$ cat config.mk
export PLATFORM = sky130hd
export DESIGN_NAME = gaze_frame_unpack_offset_tracker_core
export DESIGN_NICKNAME = d
export VERILOG_FILES = /design/src/gfu_pkg.sv /design/src/gfu_fifo.sv /design/src/gfu_front.sv /design/src/gfu_track.sv /design/src/gaze_frame_unpack_offset_tracker_core.sv
export SDC_FILE = /design/constraint.sdc
export NUM_CORES = 1
export LEC_CHECK = 0
export BUFFER_PORTS_ARGS = -buffer_cell sky130_fd_sc_hd__buf_2
export CORE_MARGIN = 1
export CORE_UTILIZATION = 35
export DETAILED_ROUTE_END_ITERATION = 8
export GPL_ROUTABILITY_DRIVEN = 0
export PLACE_DENSITY = 0.5
export REMOVE_ABC_BUFFERS = 1
export SYNTH_ARGS = -nofsm -noshare
export SYNTH_HDL_FRONTEND = slang
export SYNTH_SLANG_ARGS = --single-unit
$ cat constraint.sdc
create_clock -name clock -period 8.7 [get_ports clock]
set_clock_uncertainty 0.1 [all_clocks]
set_input_delay 1.74 -clock clock [delete_from_list [all_inputs] [get_ports clock]]
set_output_delay 1.74 -clock clock [all_outputs]
set_load 0.03 [all_outputs]
$ cat src/gfu_pkg.sv
package gfu_pkg;

   localparam int unsigned FRAME_BYTES_DEF = 56;
   localparam int unsigned POS_W           = 6;
   localparam logic [POS_W-1:0] POS_MAX    = 6'd63;

   // Byte positions that carry the two sample pairs
   localparam logic [POS_W-1:0] POS_A_HI  = 6'd3;
   localparam logic [POS_W-1:0] POS_A_MID = 6'd4;
   localparam logic [POS_W-1:0] POS_A_LO  = 6'd5;
   localparam logic [POS_W-1:0] POS_B_HI  = 6'd31;
   localparam logic [POS_W-1:0] POS_B_MID = 6'd32;
   localparam logic [POS_W-1:0] POS_B_LO  = 6'd33;

   localparam int unsigned SAMPLE_W = 12;
   localparam int unsigned DELTA_W  = 16;
   localparam int unsigned OUT_W    = 32;

   localparam logic [SAMPLE_W-1:0] WIN_RESET   = 12'd2048;
   localparam logic [SAMPLE_W-1:0] UPPER_RESET = 12'd3939;
   localparam logic [SAMPLE_W-1:0] LOWER_RESET = 12'd256;

   // Power-of-two queue depths
   localparam int unsigned ITEM_DEPTH = 2;
   localparam int unsigned RSP_DEPTH  = 4;

   localparam int unsigned CSR_IDX_W = 1;
   localparam logic [CSR_IDX_W-1:0] CSR_UPPER = 1'b0;
   localparam logic [CSR_IDX_W-1:0] CSR_LOWER = 1'b1;

   typedef logic [3:0][SAMPLE_W-1:0] win_type;

   typedef struct packed {
      logic [SAMPLE_W-1:0] upper;
      logic [SAMPLE_W-1:0] lower;
   } thresh_type;

   typedef struct packed {
      logic [SAMPLE_W-1:0] x;
      logic [SAMPLE_W-1:0] y;
      logic                slot;
   } sample_item_type;

   typedef struct packed {
      logic signed [OUT_W-1:0] gaze_x;
      logic signed [OUT_W-1:0] gaze_y;
      logic                    slot;
   } result_item_type;

   // Clamp a 34-bit signed sum into the signed 32-bit range.
   function automatic logic signed [OUT_W-1:0] sat32(input logic signed [OUT_W+1:0] s);
      logic [OUT_W-1:0] res;
      if ((s[OUT_W+1] == s[OUT_W]) && (s[OUT_W] == s[OUT_W-1])) begin
         res = s[OUT_W-1:0];
      end else if (s[OUT_W+1]) begin
         res = {1'b1, {(OUT_W-1){1'b0}}};
      end else begin
         res = {1'b0, {(OUT_W-1){1'b1}}};
      end
      return $signed(res);
   endfunction

   // Signed offset change for a freshly shifted window.
   function automatic logic signed [DELTA_W-1:0] axis_delta(input win_type w,
                                                            input thresh_type thr);
      logic [DELTA_W-1:0] v;
      logic [DELTA_W-1:0] t;
      logic [DELTA_W-1:0] d;
      logic [DELTA_W-1:0] res;
      v = DELTA_W'(w[0]) - DELTA_W'(w[1]) * 16'd3 + DELTA_W'(w[2]) * 16'd3
          - DELTA_W'(w[3]);
      // halve, rounding toward zero
      t = v + {{(DELTA_W-1){1'b0}}, v[DELTA_W-1]};
      d = {t[DELTA_W-1], t[DELTA_W-1:1]};
      if (w[1] > thr.upper) begin
         res = -d;
      end else if (w[1] < thr.lower) begin
         res = d;
      end else begin
         res = '0;
      end
      return $signed(res);
   endfunction

endpackage

$ cat src/gfu_fifo.sv
module gfu_fifo #(
   parameter int unsigned WIDTH = 8,
   parameter int unsigned DEPTH = 2
) (
   input  logic                       clock,
   input  logic                       reset,
   input  logic                       push,
   input  logic [WIDTH-1:0]           wr_data,
   input  logic                       pop,
   output logic [WIDTH-1:0]           rd_data,
   output logic                       full,
   output logic                       empty,
   output logic [$clog2(DEPTH+1)-1:0] count
);
   localparam int unsigned PW = $clog2(DEPTH);
   localparam int unsigned CW = $clog2(DEPTH+1);

   logic [WIDTH-1:0] mem_ff [DEPTH];
   logic [PW-1:0]    wr_ptr_ff, wr_ptr_in;
   logic [PW-1:0]    rd_ptr_ff, rd_ptr_in;
   logic [CW-1:0]    count_ff, count_in;
   logic             do_push, do_pop;

   assign full    = (count_ff == CW'(DEPTH));
   assign empty   = (count_ff == '0);
   assign count   = count_ff;
   assign rd_data = mem_ff[rd_ptr_ff];
   assign do_push = push & ~full;
   assign do_pop  = pop & ~empty;

   always_comb begin
      wr_ptr_in = do_push ? wr_ptr_ff + 1'b1 : wr_ptr_ff;
      rd_ptr_in = do_pop ? rd_ptr_ff + 1'b1 : rd_ptr_ff;
      count_in  = count_ff;
      if (do_push && !do_pop) begin
         count_in = count_ff + 1'b1;
      end else if (do_pop && !do_push) begin
         count_in = count_ff - 1'b1;
      end
   end

   always_ff @(posedge clock) begin
      if (reset) begin
         wr_ptr_ff <= '0;
         rd_ptr_ff <= '0;
         count_ff  <= '0;
      end else begin
         wr_ptr_ff <= wr_ptr_in;
         rd_ptr_ff <= rd_ptr_in;
         count_ff  <= count_in;
      end
   end

   always_ff @(posedge clock) begin
      if (do_push) begin
         mem_ff[wr_ptr_ff] <= wr_data;
      end
   end

endmodule

$ cat src/gfu_front.sv
module gfu_front #(
   parameter int unsigned FRAME_BYTES = gfu_pkg::FRAME_BYTES_DEF
) (
   input  logic                     clock,
   input  logic                     reset,
   input  logic                     byte_valid,
   input  logic [7:0]               data_byte,
   input  logic                     frame_start,
   output logic                     item_push,
   output gfu_pkg::sample_item_type item
);
   import gfu_pkg::*;

   logic [POS_W-1:0]    pos_ff, pos_in;
   logic [POS_W-1:0]    pos;
   logic [SAMPLE_W-1:0] held_y_ff, held_y_in;
   logic [3:0]          held_nib_ff, held_nib_in;
   logic                in_frame;

   always_comb begin
      pos         = frame_start ? '0 : pos_ff;
      in_frame    = ({1'b0, pos} < (POS_W+1)'(FRAME_BYTES));
      pos_in      = pos_ff;
      held_y_in   = held_y_ff;
      held_nib_in = held_nib_ff;
      item_push   = 1'b0;
      item.x      = {held_nib_ff, data_byte};
      item.y      = held_y_ff;
      item.slot   = (pos == POS_B_LO);
      if (byte_valid) begin
         pos_in = (pos < POS_MAX) ? pos + 1'b1 : POS_MAX;
         if (in_frame) begin
            if (pos == POS_A_HI || pos == POS_B_HI) begin
               held_y_in = {data_byte, 4'd0};
            end
            if (pos == POS_A_MID || pos == POS_B_MID) begin
               held_y_in   = {held_y_ff[SAMPLE_W-1:4], data_byte[7:4]};
               held_nib_in = data_byte[3:0];
            end
            if (pos == POS_A_LO || pos == POS_B_LO) begin
               item_push = 1'b1;
            end
         end
      end
   end

   always_ff @(posedge clock) begin
      if (reset) begin
         pos_ff      <= '0;
         held_y_ff   <= '0;
         held_nib_ff <= '0;
      end else begin
         pos_ff      <= pos_in;
         held_y_ff   <= held_y_in;
         held_nib_ff <= held_nib_in;
      end
   end

endmodule

$ cat src/gfu_track.sv
module gfu_track (
   input  logic                     clock,
   input  logic                     reset,
   input  gfu_pkg::thresh_type      thresh,
   input  logic                     item_empty,
   input  gfu_pkg::sample_item_type item,
   output logic                     item_pop,
   output gfu_pkg::result_item_type rsp_item,
   output logic                     rsp_empty,
   input  logic                     rsp_pop
);
   import gfu_pkg::*;

   localparam int unsigned CW = $clog2(RSP_DEPTH+1);

   win_type                   x_win_ff, x_win_in;
   win_type                   y_win_ff, y_win_in;
   logic signed [OUT_W-1:0]   x_off_ff, x_off_in;
   logic signed [OUT_W-1:0]   y_off_ff, y_off_in;

   logic                      s1_valid_ff;
   logic signed [DELTA_W-1:0] s1_x_delta_ff, s1_y_delta_ff;
   logic [SAMPLE_W-1:0]       s1_x_w2_ff, s1_y_w2_ff;
   logic                      s1_slot_ff;

   logic                      s2_valid_ff;
   logic signed [OUT_W-1:0]   s2_x_off_ff, s2_y_off_ff;
   logic [SAMPLE_W-1:0]       s2_x_w2_ff, s2_y_w2_ff;
   logic                      s2_slot_ff;

   logic [CW-1:0]             rsp_count;
   logic [CW:0]               used;
   logic                      rsp_full;
   result_item_type           result;

   // Credit check: the result queue must have room for all words in flight
   always_comb begin
      used     = {1'b0, rsp_count} + (CW+1)'(s1_valid_ff) + (CW+1)'(s2_valid_ff);
      item_pop = ~item_empty && (used < (CW+1)'(RSP_DEPTH));
      x_win_in = {item.x, x_win_ff[3:1]};
      y_win_in = {item.y, y_win_ff[3:1]};
   end

   // Offset update, sequential in stage two
   always_comb begin
      x_off_in = sat32(34'(x_off_ff) + 34'(s1_x_delta_ff));
      y_off_in = sat32(34'(y_off_ff) + 34'(s1_y_delta_ff));
   end

   always_comb begin
      result.gaze_x = sat32(34'(s2_x_off_ff) + $signed({22'd0, s2_x_w2_ff}));
      result.gaze_y = sat32(34'(s2_y_off_ff) + $signed({22'd0, s2_y_w2_ff}));
      result.slot   = s2_slot_ff;
   end

   always_ff @(posedge clock) begin
      if (reset) begin
         x_win_ff    <= {4{WIN_RESET}};
         y_win_ff    <= {4{WIN_RESET}};
         x_off_ff    <= '0;
         y_off_ff    <= '0;
         s1_valid_ff <= 1'b0;
         s2_valid_ff <= 1'b0;
      end else begin
         s1_valid_ff <= item_pop;
         s2_valid_ff <= s1_valid_ff;
         if (item_pop) begin
            x_win_ff <= x_win_in;
            y_win_ff <= y_win_in;
         end
         if (s1_valid_ff) begin
            x_off_ff <= x_off_in;
            y_off_ff <= y_off_in;
         end
      end
   end

   always_ff @(posedge clock) begin
      if (item_pop) begin
         s1_x_delta_ff <= axis_delta(x_win_in, thresh);
         s1_y_delta_ff <= axis_delta(y_win_in, thresh);
         s1_x_w2_ff    <= x_win_in[2];
         s1_y_w2_ff    <= y_win_in[2];
         s1_slot_ff    <= item.slot;
      end
      if (s1_valid_ff) begin
         s2_x_off_ff <= x_off_in;
         s2_y_off_ff <= y_off_in;
         s2_x_w2_ff  <= s1_x_w2_ff;
         s2_y_w2_ff  <= s1_y_w2_ff;
         s2_slot_ff  <= s1_slot_ff;
      end
   end

   gfu_fifo #(
      .WIDTH($bits(result_item_type)),
      .DEPTH(RSP_DEPTH)
   ) u_rsp_fifo (
      .clock   (clock),
      .reset   (reset),
      .push    (s2_valid_ff),
      .wr_data (result),
      .pop     (rsp_pop),
      .rd_data (rsp_item),
      .full    (rsp_full),
      .empty   (rsp_empty),
      .count   (rsp_count)
   );

   // Credit scheme keeps pushes off a full queue; full stays unobserved
   logic unused_full;
   assign unused_full = rsp_full;

endmodule

$ cat src/gaze_frame_unpack_offset_tracker_core.sv
// Path: the byte that completes a sample pair is written to the pair queue, then passes
// the window/delta stage, the offset stage and the result queue on its way to the rsp side.
// Throughput: one byte per cycle unless req_full; the window/offset pipeline takes one pair
// per cycle while the result queue has credit. req_full rises only when the 2-deep pair queue
// backs up behind a stalled result side. Reset (synchronous, active high): windows to 2048,
// offsets and byte count to 0, thresholds to 3939 / 256, both queues emptied.
module gaze_frame_unpack_offset_tracker_core #(
   parameter int unsigned FRAME_BYTES = gfu_pkg::FRAME_BYTES_DEF
) (
   input  logic                                 clock,
   input  logic                                 reset,
   // byte input
   input  logic                                 req_push,
   output logic                                 req_full,
   input  logic [7:0]                           req_data_byte,
   input  logic                                 req_frame_start,
   // result words
   output logic                                 rsp_empty,
   input  logic                                 rsp_pop,
   output logic signed [gfu_pkg::OUT_W-1:0]     rsp_gaze_x,
   output logic signed [gfu_pkg::OUT_W-1:0]     rsp_gaze_y,
   output logic                                 rsp_sample_slot,
   // threshold registers
   input  logic                                 csr_we,
   input  logic [gfu_pkg::CSR_IDX_W-1:0]        csr_index,
   input  logic [gfu_pkg::SAMPLE_W-1:0]         csr_wdata
);
   import gfu_pkg::*;

   thresh_type      thresh_ff, thresh_in;
   logic            byte_take;
   logic            front_push;
   sample_item_type front_item;
   sample_item_type queued_item;
   logic            item_full;
   logic            item_empty;
   logic            item_pop;
   logic [$clog2(ITEM_DEPTH+1)-1:0] item_count;
   result_item_type rsp_item;

   // Take a byte whenever the pair queue has room; most bytes push nothing
   assign req_full  = item_full;
   assign byte_take = req_push & ~item_full;

   // Threshold registers: plain write, no read-back
   always_comb begin
      thresh_in = thresh_ff;
      if (csr_we) begin
         unique case (csr_index)
            CSR_UPPER: thresh_in.upper = csr_wdata;
            CSR_LOWER: thresh_in.lower = csr_wdata;
            default:   thresh_in = thresh_ff;
         endcase
      end
   end

   always_ff @(posedge clock) begin
      if (reset) begin
         thresh_ff.upper <= UPPER_RESET;
         thresh_ff.lower <= LOWER_RESET;
      end else begin
         thresh_ff <= thresh_in;
      end
   end

   // Front: count bytes and gather the sample pairs
   gfu_front #(
      .FRAME_BYTES(FRAME_BYTES)
   ) u_front (
      .clock       (clock),
      .reset       (reset),
      .byte_valid  (byte_take),
      .data_byte   (req_data_byte),
      .frame_start (req_frame_start),
      .item_push   (front_push),
      .item        (front_item)
   );

   // Short queue between front and back
   gfu_fifo #(
      .WIDTH($bits(sample_item_type)),
      .DEPTH(ITEM_DEPTH)
   ) u_item_fifo (
      .clock   (clock),
      .reset   (reset),
      .push    (front_push),
      .wr_data (front_item),
      .pop     (item_pop),
      .rd_data (queued_item),
      .full    (item_full),
      .empty   (item_empty),
      .count   (item_count)
   );

   // Back: window shift, offset tracking, result queue
   gfu_track u_track (
      .clock      (clock),
      .reset      (reset),
      .thresh     (thresh_ff),
      .item_empty (item_empty),
      .item       (queued_item),
      .item_pop   (item_pop),
      .rsp_item   (rsp_item),
      .rsp_empty  (rsp_empty),
      .rsp_pop    (rsp_pop)
   );

   assign rsp_gaze_x      = rsp_item.gaze_x;
   assign rsp_gaze_y      = rsp_item.gaze_y;
   assign rsp_sample_slot = rsp_item.slot;

   // Occupancy of the pair queue is only needed for its full flag
   logic unused_count;
   assign unused_count = ^item_count;

endmodule

# After elaboration in Yosys (flattened, before gate mapping)
# Memories as Yosys holds them, arrays and structs flattened. A register that Yosys moved wholly into a read port is not among the register bits.
# Cells that the tools add are included.
# totals
input_bits	27
romBits	0
word_cells	154
out_inout_bits	67
ramBits	310
reg_bits	341
mem_count	2
latchBits	0
# memory_table
name	depth	word_bits	rd	rd_ports_with_merged_regs	wr	line_no	source
u_track.u_rsp_fifo.mem_ff	4	65	1	1	1	gfu_fifo.sv:18	logic [WIDTH-1:0] mem_ff [DEPTH];
u_item_fifo.mem_ff	2	25	1	1	1	gfu_fifo.sv:18	
# op_classes
n_mul	4
shift	0
reduce_logical	26
order_cmp	7
n_addsub	25
muxes	31
bitwise_logic	11
div	0
eq_ne	16
# ops
operator	n
2-to-1 mux 32 bit	8
adder 32 x 13 -> 33 bit	2
adder 32 x 16 -> 33 bit	2
2-to-1 mux 16 bit	4
multiplier 12 x 2 -> 14 bit, second input constant	4
adder 16 x 1 -> 16 bit	2
adder 16 x 14 -> 16 bit	2
negation 16 bit	2
subtractor 16 x 12 -> 16 bit	2
subtractor 12 x 14 -> 15 bit	2
greater-than comparator 12 bit	2
< comparator 12 bit	2
equality test 6 x 3 -> 1 bit, second input constant	2
equality test 6 bit, second input constant	2
< comparator 6 bit, second input constant	2
2-to-1 mux 6 bit	2
logical AND 1 bit	9
2-to-1 mux 1 bit	9
equality test 1 bit	8
2-to-1 mux 2 bit	4
2-to-1 mux 4 bit	2
adder 2 x 1 -> 2 bit, second input constant	3
adder 6 x 1 -> 6 bit, second input constant	1
equality test 6 x 2 -> 1 bit, second input constant	1
21 further kinds	41

# Depth between registers and ports, before layout
# Gate-level depths: netlist of run 1.
# logic_depth
word_depth	11
mapped_depth	33
depth_no_buf	33

# Modules after synthesis
# A second synthesis of run 1 with hierarchy kept.
# unflattened
cells_unflattened	3391
area_unflattened_um2	37049.3
# by_module_without_submodules
mod	seq_area_each_um2	instances	cells_each	area_each_um2
gfu_track	7146.9	1	2673	23095.9
gfu_fifo (u_track.u_rsp_fifo)	7987.7	1	387	9887.0
gfu_fifo (u_item_fifo)	1601.5	1	103	2020.7
gaze_frame_unpack_offset_tracker_core	480.5	1	104	1043.5
gfu_front	440.4	1	124	1002.2

# Worst setup path after synthesis of run 1
# No wires, ideal clock.
# synth_timing
path_type	register to register
startpoint	register u_track.y_win_ff[25] (netlist bit)
endpoint	register u_track.s1_y_delta_ff[12] (data pin)
arrival_ps	6808
setup_time_ps	159
required_ps	8441
period_less_slack_ps	7067
setup_slack_ps	1633
stages_incl_launch_ff	32
path_buffers	0
path_cell_list	dfxtp_1 > inv_1 > fa_1 > ha_1 > nor2b_1 > o21ai_0 > a21boi_0 > o21ai_0 > a21boi_0 > o21ai_0 > a21boi_0 > o21ai_0 > a211oi_1 > xnor2_1 > ha_1 > ha_1 > a21oi_1 > and2_1 > a22oi_1 > nand2_1 > and2_1 > ha_1 > nand3b_1 > mux2_1 > a221oi_2 > xor2_2 > nand2_1 > nor4b_2 > nand3_2 > and2_1 > or4_1 > o211ai_1
# synth_between
elab_chain_cells	7
elab_cells_between_ends	10
classes_between	add/sub (5); mul (1); order compare (2); mux (2)
# synth_lines
item	line_no	source
start: declaration	gfu_track.sv:17	win_type y_win_ff, y_win_in;
start signal: assignment	gfu_track.sv:59	y_win_ff <= {4{WIN_RESET}};
start signal: assignment	gfu_track.sv:69	y_win_ff <= y_win_in;
multiplier 12 x 2 -> 14 bit	gfu_pkg.sv:70	v = DELTA_W'(w[0]) - DELTA_W'(w[1]) * 16'd3 + DELTA_W'(w[2]) * 16'd3
subtractor 12 x 14 -> 15 bit	gfu_pkg.sv:70	
adder 16 x 14 -> 16 bit	gfu_pkg.sv:70	
subtractor 16 x 12 -> 16 bit	gfu_pkg.sv:71	- DELTA_W'(w[3]);
adder 16 x 1 -> 16 bit	gfu_pkg.sv:73	t = v + {{(DELTA_W-1){1'b0}}, v[DELTA_W-1]};
negation 16 bit or 2-to-1 mux 16 bit (tied branches)	gfu_pkg.sv:76, gfu_pkg.sv:77	
2-to-1 mux 16 bit (*)	gfu_pkg.sv:75	if (w[1] > thr.upper) begin
end signal: assignment	gfu_track.sv:81	s1_y_delta_ff <= axis_delta(y_win_in, thresh);
end: declaration	gfu_track.sv:22	logic signed [DELTA_W-1:0] s1_x_delta_ff, s1_y_delta_ff;
# Mark *: on every way between the ends. The rest lies on a longest branch, timed or not.
# A chain may end at the register's enable or synchronous reset.

# Worst setup path after layout of run 1
# Same ends and word-level chain as after synthesis.

==> results.py, run 1 <==
metrics = {
    "timing": {
        "worst_pin_slew_ns": 1.091,
        "timing_hold_violations_final": 0,
        "fmax_mhz": 124.2,
        "timing.setup.tns_ns": 0,
        "whs_ns": 0.3164,
        "maxSlewHeadroom_pct": 27.27,
        "setup_violations": 0,
        "period_share_pct": 92.54,
        "period_needed_ns": 8.051,
        "slew_viol_final": 0,
        "rsz0062_at_grt": "false",
    },
    "critical_path": {
        "rr_worst_depth": 31,
        "arrival_ns": 8.44,
        "crit_path_max_fanout": 6,
        "crit_cells": 31,
        "crit_family": "compound AO/OA/AOI/OAI gates",
        "path_class": "reg -> reg",
        "critPathMaxStageDelay_ns": 0.49,
        "start_kind": "flip-flop",
        "cp_slowest_cell": "or4_1",
        "endpoint_kind": "flip-flop",
        "path_buf_inv": 1,
        "cp_data_required_time_ns": 9.08,
    },
    "clocking": {
        "cts_hold_buf": 0,
        "cts_resized": 0,
        "cts_inserted_buffers": 75,
        "root_buffer": "clkbuf_16",
        "insertion_delay_ns": 0.64,
        "clk_path_buf_depth": 3,
        "cts_setup_buffers": 0,
        "cts_num_sinks": 654,
        "htreeDepth": 3,
        "clk_pin_slew_ns": 0.06,
        "cts_tree": "yes",
    },
    "floorplan": {
        "ios": 94,
        "rows": 117,
        "initial_core_util_pct": 35.42,
        "core_um2": 102000,
        "chipWidth_um": 323.4,
        "die_height_um": 323.4,
        "die-area_um2": 104600,
    },
    "layout": {
        "diodes": 0,
        "fin_area_um2": 40660,
        "syn2layout_area_growth_pct": 12.48,
        "final_cells": 4803,
        "final_nets": 3693,
        "drive_gt1_share_pct": 11.32,
    },
    "yosys": {
        "yosys-top-cells-area": "edfxtp_1 38%, dfxtp_1 11%, ha_1 7.6%, nand2_1 4.2%, mux4_2 4.1%",
        "ys_seq_area_share_pct": 48.85,
        "ys_warn_count": 0,
        "synth_area_um2": 36140,
        "synth_flop_cell": "edfxtp_1",
        "synth-seq-cells": 654,
        "syn_area_per_cell_um2": 10.94,
        "synth_edf_count": 456,
        "yosysTopAreaCell": "edfxtp_1",
        "synth_top_area_share_pct": 37.88,
        "postSynth.asyncResetShare_pct": 0,
        "syn_inst": 3303,
        "synth.distinct_cells": 97,
    },
    "placement": {
        "dpl.hpwl_um": 60230,
        "place_area_um2": 38100,
        "port_buffers": 93,
        "dp.cells": 4664,
    },
    "route": {
        "first_pass_iters": 5,
        "drc": 0,
        "antenna_left": 0,
        "drt-total-wl_um": 85080,
        "wire_per_inst_um": 17.71,
        "vias_per_cell": 5.047,
        "vias": 24240,
        "first_iter_violations": 1387,
    },
    "global_routing": {
        "grt-ovfl-total": 0,
        "grt_util_all_layers_pct": 16.37,
        "antenna_found_initial": 6,
        "grt_pass1_vias": 24180,
        "grt_pass1_wl_um": 135000,
        "grt_max_degree": 80,
    },
    "hold_path": {
        "hold_class": "reg -> reg",
        "whs_path_depth": 0,
    },
    "run_status": {
        "status": "finished clean",
    },
    "flow_run": {
        "max_cap_violations": 0,
    },
}
==> final timing paths <==
path	slack, ns	end	startpoint
hold / removal	0.32	u_track.s2_x_w2_ff[2]	u_track.s1_x_w2_ff[2]
setup / recovery	0.65	u_track.s1_y_delta_ff[12]	u_track.y_win_ff[25]
hold reg to reg	0.32	u_track.s2_x_w2_ff[2]	u_track.s1_x_w2_ff[2]
setup reg to reg	0.65	u_track.s1_y_delta_ff[12]	u_track.y_win_ff[25]
==> state kept, by name, summed over array words and instances (netlist names), 16 cells and up, named ones only <==
register                   flops
u_track.s2_y_off_ff           32
u_track.s1_x_delta_ff         16
u_item_fifo.mem_ff            50
thresh_ff                     24
u_track.x_win_ff              36
u_track.x_off_ff              32
u_track.y_off_ff              32
u_track.s1_y_delta_ff         16
u_track.s2_x_off_ff           32
u_track.y_win_ff              36
u_track.u_rsp_fifo.mem_ff    260
==> per-layer routing <==
layer,routed length (um),GRT usage (%),vias to the layer above,part of all wire (%)
li1,-,-,12080,-
met1,41830,22.98,11660,49
met2,38370,26.25,382,45
met3,3063,2.605,115,3.6
met4,1819,4.086,0,2.1
met5,0,0,-,0
==> through the flow <==
stage / utilization, % / setup WS (ns)
global route: 39.84 / 0.004578
detailed placement: 37.34 / 0.6382
finish: 39.84 / 0.6487
global placement: 37.34 / 0.7566
CTS: 39.84 / 0.5989
floorplan: - / 1.631
==> placed cells by master, fill, tap and decap left out, types with 32 or more instances in the layout <==
cell type,count
xor2_1,96
inv_1,221
nor2b_1,32
nor2_1,217
nand4_1,37
nand3_1,53
nand2_1,409
ha_1,220
dfxtp_1,195
nor3_1,39
fa_1,73
a21oi_1,238
buf_2,92
a21o_1,66
o21ai_0,172
xnor2_1,90
mux4_2,65
edfxtp_1,456
clkbuf_16,76
==> cells in the mapped netlist, types with 21 or more instances <==
library cell and instances:
o21ai_0 173, o21a_1 30, nand4_1 37, fa_1 73, clkbuf_1 103, mux2_2 28
inv_1 221, mux4_2 65, edfxtp_1 456, nand3_1 53, and2_1 23, nor2_1 220
xor2_1 96, a21oi_1 238, xnor2_1 91, nor2b_1 33, nand2_1 409, nand2b_1 27
mux2i_1 23, o211ai_1 27, a21o_1 66, ha_1 220, and3_1 21, dfxtp_1 198
nor3_1 39
==> final cells by class <==
cell class,count,area (um^2)
Clock buffer,100,2112
Clock inverter,39,444.2
Fill cell,9904,61380
Inverter,223,839.6
Multi-Input combinational cell,2297,17190
Sequential cell,654,17670
Tap cell,1368,1712
Timing Repair Buffer,122,685.7
==> kinds of logic (layout without fill, tap and decap cells) <==
| family | count (synthesis) | after routing | share of synthesized area (%) |
|---|---|---|---|
| AOI/OAI and AO/OA | 734 | 734 | 12.85 |
| xor gates and xnor gates | 191 | 191 | 4.742 |
| adders and majority gates | 312 | 312 | 12.18 |
| buffers and inverters | 352 | 484 | 3.766 |
| DFF | 654 | 654 | 48.85 |
| muxes | 117 | 117 | 5.591 |
| and+or+nand+nor | 943 | 943 | 12.02 |
Power of run 1 is left out: the tool's default activity adds up to more than one toggle a clock period on the data nets, which glitch-free logic cannot reach.
==> inputs of run 2 (changes only) <==
ABC_AREA = 1   (was not set)
==> run 2 against run 1 <==
  * Utilization is 0.38 points lower
  * Cell area is 2.2% higher
  * Cell count is 20% higher
  * Area after synthesis is 2.9% higher
  * Highest routed layer is now met5
  * Flip-flop and latch count stayed put
  * Critical endpoint is now u_track.s1_x_delta_ff[10]
==> results.py, run 2 <==
metrics = {
    "route": {
        "drc": 0,
        "first_iter_violations": 1573,
        "drt-total-wl_um": 93210,
        "vias": 27840,
        "antenna_left": 0,
        "wire_per_inst_um": 16.22,
        "vias_per_cell": 4.844,
        "first_pass_iters": 5,
    },
    "layout": {
        "final_nets": 4612,
        "layout_commonest_cell": "nand2_1",
        "top_regs": "u_track.u_rsp_fifo.mem_ff (260), u_item_fifo.mem_ff (50)",
        "largest_reg_flops": 260,
        "fin_area_um2": 41550,
        "drive_gt1_share_pct": 7.576,
        "final_cell_mix": "803 x nand2_1, 524 x inv_1, 472 x nor2_1",
        "syn2layout_area_growth_pct": 11.71,
        "largest-register": "u_track.u_rsp_fifo.mem_ff",
    },
    "floorplan": {
        "chipWidth_um": 328.0,
        "die-area_um2": 107600,
        "initial_core_util_pct": 35.33,
        "rows": 119,
        "core_um2": 105300,
        "die_height_um": 328.0,
        "ios": 94,
    },
    "global_routing": {
        "grtUsageMet1_pct": 24.69,
        "grt-ovfl-total": 0,
        "busiest_layer": "met2",
        "grt_pass1_wl_um": 148400,
        "gr-usage-met3_pct": 2.560,
        "grt_util_all_layers_pct": 17.35,
        "grt_max_degree": 99,
        "grtUsageMet2_pct": 27.88,
        "antenna_found_initial": 3,
        "grt_pass1_vias": 26940,
    },
    "yosys": {
        "yosysTopAreaCell": "edfxtp_1",
        "ys_seq_area_share_pct": 47.47,
        "synth_flop_cell": "edfxtp_1",
        "synth_edf_count": 456,
        "yosys-top-cells-area": "edfxtp_1 37%, dfxtp_1 11%, nand2_1 8.1%, ha_1 7.4%, inv_1 5.3%",
        "synthTopCellsByCount": "804 x nand2_1, 527 x inv_1, 478 x nor2_1",
        "synth-seq-cells": 654,
        "synthMuxAreaShare_pct": 0.6963,
        "synth_xor_area_share_pct": 3.438,
        "synth_top_area_share_pct": 36.82,
        "synth.distinct_cells": 52,
        "yosysMostFrequentCell": "nand2_1",
        "syn_inst": 4222,
        "postSynth.asyncResetShare_pct": 0,
        "synth_top_family_by_area": "simple AND/OR/NAND/NOR gates",
        "syn_area_per_cell_um2": 8.810,
        "synth_area_um2": 37190,
        "synth-simple-area-share_pct": 17.67,
        "synth_compound_area_share_pct": 12.50,
        "ys_warn_count": 0,
        "yosys.area_share.adder_pct": 11.33,
    },
    "timing": {
        "rsz0062_at_grt": "false",
        "setup_violations": 0,
        "timing_hold_violations_final": 0,
        "worst_pin_slew_ns": 1.165,
        "maxSlewHeadroom_pct": 22.13,
        "slew_viol_final": 0,
        "period_share_pct": 71.92,
        "fmax_mhz": 159.8,
        "period_needed_ns": 6.257,
    },
    "clocking": {
        "htreeDepth": 3,
        "cts_num_sinks": 654,
        "cts_hold_buf": 0,
        "cts_inserted_buffers": 78,
        "cts_tree": "yes",
        "insertion_delay_ns": 0.64,
        "clk_path_buf_depth": 3,
        "cts_setup_buffers": 0,
        "cts_resized": 0,
        "root_buffer": "clkbuf_16",
        "clk_pin_slew_ns": 0.06,
    },
    "critical_path": {
        "crit_family": "adder cells",
        "critPathMaxStageDelay_ns": 0.47,
        "crit_path_max_fanout": 6,
        "cp_data_required_time_ns": 8.99,
        "path_buf_inv": 5,
        "rr_worst_depth": 31,
        "path_class": "reg -> reg",
        "cp_slowest_cell": "fa_1",
        "endpoint_kind": "flip-flop",
        "start_kind": "flip-flop",
        "arrival_ns": 6.55,
        "reg2reg_from": "u_track.x_win_ff[25]",
        "r2r_slack_ns": 2.44,
        "r2r-end": "u_track.s1_x_delta_ff[10]",
    },
    "hold_path": {
        "min-delay-start": "u_track.s1_y_w2_ff[5]",
        "hold_class": "reg -> reg",
        "whs_path_depth": 0,
        "worstHoldEndpoint": "u_track.s2_y_w2_ff[5]",
    },
    "placement": {
        "port_buffers": 93,
        "dpl.hpwl_um": 66750,
        "place_area_um2": 39090,
    },
    "flow_run": {
        "max_cap_violations": 0,
    },
    "run_status": {
        "status": "finished clean",
    },
}
-- run 2: cell count changes after synthesis, sizes merged, moves of 23 or more --
| cell | delta |
|---|---|
| nor2 | +273 |
| o22ai | +50 |
| nand2b | -28 |
| a21oi | +49 |
| mux2i | -23 |
| nor2b | -33 |
| nand2 | +401 |
| o21a | -26 |
| nand3 | +143 |
| mux4 | -65 |
| a21o | -49 |
| xnor2 | -51 |
| inv | +311 |
| o21ai | +224 |
-- run 2: metrics by stage --
stage | instances | setup WS, ns | util, % | setup TNS [ns] | hold slack (ns)
floorplan | 4094 | -0.4653 | - | -33.47 | 0.3003
global placement | 5603 | 2.458 | 37.13 | 0 | 0.3027
detailed placement | 5603 | 2.362 | 37.13 | 0 | 0.3063
CTS | 5747 | 2.342 | 39.47 | 0 | 0.3202
global route | 5747 | 1.683 | 39.47 | 0 | 0.3260
finish | 5748 | 2.443 | 39.47 | 0 | 0.3180
-- run 2: per-layer routing --
layer  share of wire, %  routed length [um]
met2                 45               41800
met4                1.6                1458
met5              0.014                  13
met1                 50               46220
met3                4.0                3718
-- run 2: logic make-up (layout without fill, tap and decap cells) --
| kind of cell | Yosys count | in the layout |
|---|---|---|
| AND/OR/NAND/NOR | 1595 | 1595 |
| AO/OA/AOI/OAI | 849 | 849 |
| buffers and inverters | 662 | 796 |
| flip-flops | 654 | 654 |
| adder cells (fa/ha/maj) | 293 | 293 |
| XOR/XNOR | 146 | 146 |
| multiplexers | 23 | 23 |
| other | 0 | 1 |
-- run 2: final cells by class --
class / count / area [um^2]
Antenna cell: 1 / 2.502
Clock buffer: 99 / 2051
Timing Repair Buffer: 118 / 655.6
Sequential cell: 654 / 17670
Clock inverter: 45 / 405.4
Inverter: 534 / 2008
Tap cell: 1391 / 1740
Fill cell: 10670 / 63720
Multi-Input combinational cell: 2906 / 17020
-- run 2: how the worst max path moves through the flow --
stage,cells after the start,from,slack [ns],end
detailed placement,31,u_track.x_win_ff[25],2.36,u_track.s1_x_delta_ff[10]
floorplan,6,u_track.s1_valid_ff,-0.47,u_track.x_win_ff[14]
finish,31,u_track.x_win_ff[25],2.44,u_track.s1_x_delta_ff[10]
CTS,31,u_track.x_win_ff[25],2.34,u_track.s1_x_delta_ff[10]
global route,38,u_track.x_win_ff[25],1.68,u_track.s1_x_delta_ff[12]
global placement,31,u_track.x_win_ff[25],2.46,u_track.s1_x_delta_ff[10]
-- run 2: worst reg2reg max path, delay by kind of cell, from the launching register on --
kind	cells	cell delay, ns
adder cells (fa/ha/maj)	6	2.02
AO/OA/AOI/OAI	7	1.45
AND/OR/NAND/NOR	11	1.32
flip-flops	1	0.39
XOR/XNOR	2	0.37
buffers and inverters	5	0.36
Power of run 2 is left out for the same reason.
==> inputs of run 3 (changes only) <==
clock period = 6.1 ns   (was 8.7 ns; I/O delays follow)
==> run 3 against run 2 <==
  * Sequential share of layout area down 0.61 points
  * Worst hold slack worse by 0.0026 ns
  * Global-route usage down 0.13 points
  * Cell area rose by 1.5%
  * First-iteration DRC count increased by 3.1%
  * Routed wire length increased by 0.34%
  * Non-clock buffer count is 25 higher
  * Setup slack lost 2.0 ns
  * Register-to-register slack worse by 2.0 ns
  * Critical path depth grew 4
==> results.py, run 3 (synthesis gave the netlist of run 2 again) <==
metrics = {
    "run_status": {
        "status": "finished clean",
    },
    "route": {
        "first_pass_iters": 6,
        "drt-total-wl_um": 93520,
        "vias_per_cell": 4.856,
        "wire_per_inst_um": 16.20,
        "vias": 28030,
        "drc": 0,
        "first_iter_violations": 1622,
        "antenna_left": 0,
    },
    "layout": {
        "final_nets": 4636,
        "diodes": 0,
        "largest-register": "u_track.u_rsp_fifo.mem_ff",
        "final_cells": 5772,
        "syn2layout_area_growth_pct": 13.36,
        "fill_cells": 10500,
        "final_cell_mix": "794 x nand2_1, 520 x inv_1, 463 x nor2_1",
        "top_regs": "u_track.u_rsp_fifo.mem_ff (260), u_item_fifo.mem_ff (50)",
        "drive_gt1_share_pct": 9.404,
        "largest_reg_flops": 260,
        "layout_commonest_cell": "nand2_1",
        "multi_input_area_um2": 17280,
        "ff_latch_area_um2": 17670,
    },
    "critical_path": {
        "path_class": "reg -> reg",
        "crit_path_max_fanout": 5,
        "path_common_cell": "nand2_1",
        "endpoint_kind": "flip-flop",
        "cp_data_required_time_ns": 6.38,
        "start_kind": "flip-flop",
        "arrival_ns": 5.94,
        "critPathMaxStageDelay_ns": 0.60,
        "cp_slowest_cell": "fa_1",
    },
    "floorplan": {
        "rows": 119,
        "initial_core_util_pct": 35.33,
        "core_um2": 105300,
        "die-area_um2": 107600,
        "die_height_um": 328.0,
        "chipWidth_um": 328.0,
        "ios": 94,
    },
    "clocking": {
        "cts_tree": "yes",
        "cts_inserted_buffers": 77,
        "clk_pin_slew_ns": 0.06,
        "root_buffer": "clkbuf_16",
        "insertion_delay_ns": 0.65,
        "cts_num_sinks": 654,
        "htreeDepth": 3,
        "clk_path_buf_depth": 3,
    },
    "timing": {
        "period_share_pct": 92.76,
        "maxSlewHeadroom_pct": 25.18,
        "slew_viol_final": 0,
        "worst_pin_slew_ns": 1.122,
        "period_needed_ns": 5.658,
        "setup_violations": 0,
        "whs_ns": 0.3154,
        "timing_hold_violations_final": 0,
        "fmax_mhz": 176.7,
    },
    "hold_path": {
        "hold_class": "reg -> reg",
    },
    "placement": {
        "dp.cells": 5625,
        "port_buffers": 93,
        "dpl.hpwl_um": 66380,
    },
    "global_routing": {
        "grt_util_all_layers_pct": 17.22,
        "grt_pass1_vias": 26740,
        "grt_max_degree": 92,
        "antenna_found_initial": 7,
        "grt_pass1_wl_um": 147400,
        "grt-ovfl-total": 0,
    },
    "flow_run": {
        "max_cap_violations": 0,
    },
}
run 3: repair_timing:
action	CTS	global route
hold buffers	0	0
resized for setup	1	68
pin swaps	0	15
buffers inserted	0	3
cloned	0	0
setup endpoints to repair	3	24
run 3: final cells by class:
cell class              instances  share of cell area [%]
clock buffers                 103                   4.967
well taps                    1391                   4.128
multi-input cells            2906                   40.99
inverters                     534                   4.763
clock inverters                41                   1.240
flip-flops and latches        654                   41.90
repair buffers                143                   2.009
run 3: critical path, delay by kind of cell, from the launching register on:
kind / cells / cell delay, ns
AOI/OAI and AO/OA: 7 / 0.99
buffers and inverters: 4 / 0.23
xor gates and xnor gates: 1 / 0.09
DFF: 1 / 0.35
adders and majority gates: 5 / 1.86
and+or+nand+nor: 18 / 1.78
run 3: final timing paths:
| check | startpoint | to | slack, ns | depth (start not counted) |
|---|---|---|---|---|
| worst max-delay path | u_track.y_win_ff[26] | u_track.s1_y_delta_ff[10] | 0.44 | 35 |
| worst min-delay path | u_track.s1_x_w2_ff[6] | u_track.s2_x_w2_ff[6] | 0.32 | 0 |
| worst max register to register | u_track.y_win_ff[26] | u_track.s1_y_delta_ff[10] | 0.44 | 35 |
| worst min register to register | u_track.s1_x_w2_ff[6] | u_track.s2_x_w2_ff[6] | 0.32 | 0 |
run 3: metal layers:
| layer | track usage (%) | vias up | wire length [um] |
|---|---|---|---|
| met1 | 24.36 | 12990 | 45710 |
| met4 | 3.962 | 2 | 1684 |
| met5 | 0 | - | 13 |
| li1 | - | 14390 | - |
| met2 | 27.44 | 542 | 41540 |
| met3 | 2.820 | 104 | 4567 |
run 3: stage by stage:
step	setup TNS [ns]	worst slack [ns]	util, %	area, um^2
after floorplan	-255.10	-3.065	-	36630
after global placement	0	0.08798	37.30	39260
after detailed placement	-0.001033	-0.001033	37.30	39260
after CTS	0	0.02114	39.78	41880
after global routing	-0.005903	-0.005903	40.06	42170
final	0	0.4417	40.06	42170
Power of run 3 is left out for the same reason.
